`src/rtl/core/sidac_pkg.sv`:
```
`timescale 1ns / 1ps
`default_nettype none

package sidac_pkg;

    // Default input width
    localparam int VALUE_BITS_DEFAULT = 32;

    // Number of decimal digits needed for a magnitude of at most 2**(bits-1),
    // from floor(bits * log10(2)) + 1
    localparam int LOG10_2_NUM = 30103;
    localparam int LOG10_2_DEN = 100000;

    localparam int BCD_DIGIT_BITS = 4;

    localparam logic [7:0] ASCII_MINUS = 8'h2D;
    localparam logic [7:0] ASCII_ZERO  = 8'h30;
    localparam logic [7:0] ASCII_NINE  = 8'h39;

    // Map a BCD digit to its ASCII character
    function automatic logic [7:0] ascii_digit(input logic [BCD_DIGIT_BITS-1:0] d);
        ascii_digit = ASCII_ZERO + {4'b0000, d};
    endfunction

endpackage

`default_nettype wire

```
`src/rtl/core/signed_integer_to_decimal_ascii_core.sv`:
```
`timescale 1ns / 1ps
`default_nettype none

// Channel  Dir  Handshake            Payload
// -------  ---  -------------------  ---------------------------------------
// in       in   in_valid / in_ready  value    (VALUE_BITS, signed)
// out      out  out_valid/ out_ready out_char (8), is_last (1)
//
// Operation: a request is taken while idle, then shift-add-3 over all VALUE_BITS
// input bits (one input bit per cycle into the BCD register), then a '-' for a
// negative value and the digit positions of the BCD register, top digit first;
// leading zeros are dropped with no character, and the last digit always goes out.
// Reset clears the state machine and the output valid; payload is not reset.
// A stall on out_ready holds the character in the output register and halts
// emission; a new request is taken once the last character is registered.

module signed_integer_to_decimal_ascii_core #(
    parameter int VALUE_BITS = sidac_pkg::VALUE_BITS_DEFAULT
) (
    input  wire logic                         clk,
    input  wire logic                         rst_n,
    input  wire logic                         in_valid,
    output logic                              in_ready,
    input  wire logic signed [VALUE_BITS-1:0] value,
    output logic                              out_valid,
    input  wire logic                         out_ready,
    output logic             [7:0]            out_char,
    output logic                              is_last
);

    import sidac_pkg::*;

    localparam int NUM_DIGITS = (VALUE_BITS * LOG10_2_NUM) / LOG10_2_DEN + 1;
    localparam int BCD_W      = BCD_DIGIT_BITS * NUM_DIGITS;
    localparam int BCNT_W     = $clog2(VALUE_BITS + 1);
    localparam int DCNT_W     = $clog2(NUM_DIGITS + 1);

    typedef enum logic [2:0] {
        ST_IDLE = 3'b001,
        ST_CONV = 3'b010,
        ST_EMIT = 3'b100
    } state_t;

    state_t                  state_reg, state_next;
    logic [VALUE_BITS-1:0]   mag_reg, mag_next;
    logic [BCD_W-1:0]        bcd_reg, bcd_next;
    logic [BCNT_W-1:0]       bcnt_reg, bcnt_next;
    logic [DCNT_W-1:0]       dleft_reg, dleft_next;
    logic                    sign_reg, sign_next;
    logic                    started_reg, started_next;
    logic                    out_valid_reg, out_valid_next;
    logic [7:0]              out_char_reg, out_char_next;
    logic                    is_last_reg, is_last_next;

    logic [VALUE_BITS-1:0]   value_u;
    logic [VALUE_BITS-1:0]   mag_in;
    logic [BCD_W-1:0]        bcd_adj;
    logic [BCD_DIGIT_BITS-1:0] top_digit;
    logic                    load_ok;
    logic                    last_digit;

    // Form the magnitude in an unsigned word: the most negative value maps
    // to 2**(VALUE_BITS-1) without overflow
    assign value_u = value;
    assign mag_in  = value_u[VALUE_BITS-1]
                   ? (~value_u + {{(VALUE_BITS-1){1'b0}}, 1'b1})
                   : value_u;

    // Add 3 to every BCD digit of 5 or more before the shift
    always_comb
    begin
        for (int i = 0; i < NUM_DIGITS; i++)
        begin
            if (bcd_reg[i*BCD_DIGIT_BITS +: BCD_DIGIT_BITS] >= 4'd5)
            begin
                bcd_adj[i*BCD_DIGIT_BITS +: BCD_DIGIT_BITS] =
                    bcd_reg[i*BCD_DIGIT_BITS +: BCD_DIGIT_BITS] + 4'd3;
            end
            else
            begin
                bcd_adj[i*BCD_DIGIT_BITS +: BCD_DIGIT_BITS] =
                    bcd_reg[i*BCD_DIGIT_BITS +: BCD_DIGIT_BITS];
            end
        end
    end

    assign top_digit  = bcd_reg[BCD_W-1 -: BCD_DIGIT_BITS];
    assign load_ok    = !out_valid_reg || out_ready;
    assign last_digit = (dleft_reg == DCNT_W'(1));

    always_comb
    begin
        state_next     = state_reg;
        mag_next       = mag_reg;
        bcd_next       = bcd_reg;
        bcnt_next      = bcnt_reg;
        dleft_next     = dleft_reg;
        sign_next      = sign_reg;
        started_next   = started_reg;
        out_char_next  = out_char_reg;
        is_last_next   = is_last_reg;
        out_valid_next = out_valid_reg && !out_ready;

        case (state_reg)
            ST_IDLE:
            begin
                if (in_valid)
                begin
                    mag_next     = mag_in;
                    sign_next    = value_u[VALUE_BITS-1];
                    bcd_next     = '0;
                    bcnt_next    = BCNT_W'(VALUE_BITS);
                    started_next = 1'b0;
                    state_next   = ST_CONV;
                end
            end
            ST_CONV:
            begin
                // Shift one magnitude bit into the adjusted BCD register
                bcd_next  = {bcd_adj[BCD_W-2:0], mag_reg[VALUE_BITS-1]};
                mag_next  = {mag_reg[VALUE_BITS-2:0], 1'b0};
                bcnt_next = bcnt_reg - BCNT_W'(1);
                if (bcnt_reg == BCNT_W'(1))
                begin
                    dleft_next = DCNT_W'(NUM_DIGITS);
                    state_next = ST_EMIT;
                end
            end
            ST_EMIT:
            begin
                if (load_ok && sign_reg)
                begin
                    out_char_next  = ASCII_MINUS;
                    is_last_next   = 1'b0;
                    out_valid_next = 1'b1;
                    sign_next      = 1'b0;
                end
                else if (!started_reg && top_digit == '0 && !last_digit)
                begin
                    // Drop a leading zero
                    bcd_next   = {bcd_reg[BCD_W-BCD_DIGIT_BITS-1:0], {BCD_DIGIT_BITS{1'b0}}};
                    dleft_next = dleft_reg - DCNT_W'(1);
                end
                else if (load_ok)
                begin
                    out_char_next  = ascii_digit(top_digit);
                    is_last_next   = last_digit;
                    out_valid_next = 1'b1;
                    started_next   = 1'b1;
                    bcd_next   = {bcd_reg[BCD_W-BCD_DIGIT_BITS-1:0], {BCD_DIGIT_BITS{1'b0}}};
                    dleft_next = dleft_reg - DCNT_W'(1);
                    if (last_digit)
                    begin
                        state_next = ST_IDLE;
                    end
                end
            end
            default:
            begin
                state_next = ST_IDLE;
            end
        endcase
    end

    always_ff @(posedge clk or negedge rst_n)
    begin
        if (!rst_n)
        begin
            state_reg     <= ST_IDLE;
            out_valid_reg <= 1'b0;
            bcnt_reg      <= '0;
            dleft_reg     <= '0;
            sign_reg      <= 1'b0;
            started_reg   <= 1'b0;
        end
        else
        begin
            state_reg     <= state_next;
            out_valid_reg <= out_valid_next;
            bcnt_reg      <= bcnt_next;
            dleft_reg     <= dleft_next;
            sign_reg      <= sign_next;
            started_reg   <= started_next;
        end
    end

    always_ff @(posedge clk)
    begin
        mag_reg      <= mag_next;
        bcd_reg      <= bcd_next;
        out_char_reg <= out_char_next;
        is_last_reg  <= is_last_next;
    end

    assign in_ready  = (state_reg == ST_IDLE);
    assign out_valid = out_valid_reg;
    assign out_char  = out_char_reg;
    assign is_last   = is_last_reg;

endmodule

`default_nettype wire

```
`config.mk`:
```
export PLATFORM = sky130hd
export DESIGN_NAME = signed_integer_to_decimal_ascii_core
export DESIGN_NICKNAME = d
export VERILOG_FILES = /design/src/rtl/core/sidac_pkg.sv /design/src/rtl/core/signed_integer_to_decimal_ascii_core.sv
export SDC_FILE = /design/constraint.sdc
export NUM_CORES = 1
export LEC_CHECK = 0
export BUFFER_PORTS_ARGS = -buffer_cell sky130_fd_sc_hd__clkbuf_2
export CAP_MARGIN = 20
export CORE_MARGIN = 2
export CORE_UTILIZATION = 38
export CTS_CLUSTER_DIAMETER = 50
export DETAILED_ROUTE_END_ITERATION = 10
export PLACE_DENSITY = 0.64
export SYNTH_ARGS = -nofsm -noshare
export SYNTH_HDL_FRONTEND = slang
export SYNTH_SLANG_ARGS = --single-unit
```
`constraint.sdc`:
```
create_clock -name clk -period 11.5 [get_ports clk]
set_input_delay 0.575 -clock clk [delete_from_list [all_inputs] [get_ports clk]]
set_output_delay 0.575 -clock clk [all_outputs]
set_load 0.01 [all_outputs]
```
==> impl_metrics.yaml <==
route:
  drt_pass1_iterations: 5
  vias_per_cell: 5.33
  wl_per_cell_um: 14.6
  drt_iter0_drc: 255
  wl_um: 11100
  drcViolationCount: 0
  antenna_left: 0
  vias: 4069
worst_setup_path:
  cp_max_fo: 40
  crit_path_end_kind: "register"
  startpoint_type: "register"
  worst-setup-path-type: "reg -> reg"
  cp.required_ns: 11.48
  crit_arrival_ns: 2.67
grt:
  track_usage_pct: 14.6
  grt_max_degree: 57
  grt_first_pass_wirelength_um: 18900
  grt_overflow_total: 0
  grt_pass1_vias: 4120
  antenna_found_initial: 0
clocking:
  cts_root_buf: "clkbuf_16"
  clock_path_buffers: 2
  post_cts_buffers: 0
  htree_levels: 3
  holdBufCountCts: 0
  insertion_delay_ns: 0.34
  cts_tree: "done"
  clk_pin_slew_ns: 0.06
  cts_buffers: 9
  post_cts_resized: 0
  cts_sinks: 94
sta:
  slew_headroom_pct: 41.9
  skew_ns: 0.00505
  worstMarginPinSlew_ns: 0.866
  tns_ns: 0
  rsz0062_at_grt: "no"
  finalHoldViolations: 0
  finalCriticalPeriod_ns: 2.70
  whs_ns: 0.149
  setup_viol: 0
  drv_slew: 0
  fin_crit_sh_pct: 23.5
  fmax_mhz: 371
floorplan:
  rows: 43
  chipWidth_um: 124
  start_util_pct: 39.2
  fp.coreArea_um2: 14000
  die_h_um: 124
  die_area_um2: 15500
  pin_count: 47
place:
  hpwl_um: 7670
  io_buffers: 43
  place_area_um2: 5900
  gp_congestion: 0.812
synth:
  yosys.cell_types.count: 49
  ys.flop_type: "edfxtp_1"
  synth_area_um2: 5510
  syn_inst: 542
  yosysWarningCount: 0
  ys_seq_area_share_pct: 49.8
  synth_top_area_share_pct: 42.5
  synth.avg_cell_area_um2: 10.2
  ys_top_cells_by_area: "edfxtp_1 (43%), dfrtp_1 (6.8%), ha_1 (5.9%)"
  synth-edff-count: 78
  ys_seq_elements: 94
  ys_async_sr_fraction_pct: 17.0
  synth_top_area_cell: "edfxtp_1"
worst_hold_path:
  hold_class: "in -> async"
cells_and_area:
  stdcell_area_um2: 6200
  largest_register_ffs: 40
  antenna_cells: 0
  layout_commonest_cell: "edfxtp_1"
  drive_gt1_share_pct: 13.9
  most-common-layout-cells: "edfxtp_1 (78), o21ai_0 (64), nand2_1 (57)"
  nets: 640
  utilization_pct: 44.1
  area_growth_pct: 12.5
power_and_ir_drop:
  max-vdd-ir-drop_mv: 0.103
  power_leakage_nw: 2.30
  p_per_area_nw_per_um2: 260
outcome:
  outcome: "finished clean"
run:
  cap_viol_max_count: 0
-- cell type report --
type	count	area [um2]
Inverter	30	113
Clock buffer	10	229
Fill cell	1331	7850
Multi-Input combinational cell	395	2570
Timing Repair Buffer	48	253
Clock inverter	6	62.6
Sequential cell	94	2740
Tap cell	180	225
-- synthesized netlist by cell type (all sizes together) (8+ instances only) --
library cell and number:
xor2 31, ha 26, nand2b 14, nand2 57, nor3b 13, o22ai 14, nor2 26, o31ai 10
xnor2 12, a21oi 43, o41ai 9, inv 30, a22o 8, o21ai 66, buf 9, clkbuf 15
edfxtp 78, dfrtp 15
-- power by group --
| part | switching [mW] | internal [mW] |
|---|---|---|
| combinational | 0.380 | 0.229 |
| clock | 0.126 | 0.168 |
| sequential | 0.114 | 0.594 |
-- per-layer routing --
metal,track usage [%],vias to the layer above,wire [um]
met2,23.7,95,5300
met4,6.15,0,51
met1,18.7,1912,5260
met5,0,-,0
li1,-,2054,-
met3,3.57,8,513
-- critical path: stages, from the launching register on --
cell	delay, ns
dfrtp_1	0.42
or3b_2	0.70
nor3_1	0.30
o21ba_2	0.26
a31oi_4	0.18
buf_4	0.47
-- worst paths after layout --
check / from / endpoint / slack, ns / cells past startpoint
max in group asynchronous: rst_n / state_reg[0] / 11.03 / 1
setup reg to reg: state_reg[2] / bcd_reg[21] / 8.80 / 5
min in group clk: dleft_reg[3] / dleft_reg[3] / 0.50 / 1
setup / recovery: state_reg[2] / bcd_reg[21] / 8.80 / 5
hold / removal: rst_n / dleft_reg[0] / 0.15 / 1
hold reg to reg: dleft_reg[3] / dleft_reg[3] / 0.50 / 1
-- cells by family (layout without fill, tap and decap cells) --
| kind of cell | count (synthesis) | in the layout | synth area share (%) |
|---|---|---|---|
| other | 2 | 3 | 0.136 |
| and+or+nand+nor | 156 | 156 | 14.7 |
| adders and majority gates | 26 | 26 | 5.91 |
| DFF | 94 | 94 | 49.8 |
| AOI/OAI and AO/OA | 165 | 165 | 18.2 |
| xor gates and xnor gates | 43 | 43 | 6.84 |
| buffers and inverters | 54 | 94 | 4.02 |
| muxes | 2 | 2 | 0.364 |
-- stage by stage --
| stage | setup slack (ns) | power [mW] | cells |
|---|---|---|---|
| 2_1_floorplan | 7.70 | 1.15 | 543 |
| 3_3_place_gp | 8.67 | 1.28 | 747 |
| 3_5_place_dp | 8.62 | 1.32 | 747 |
| 4_1_cts | 8.78 | 1.62 | 763 |
| 5_1_grt | 8.63 | 1.74 | 763 |
| 6_report | 8.80 | 1.61 | 763 |
No activity file was read; power rests on OpenSTA's default activity.
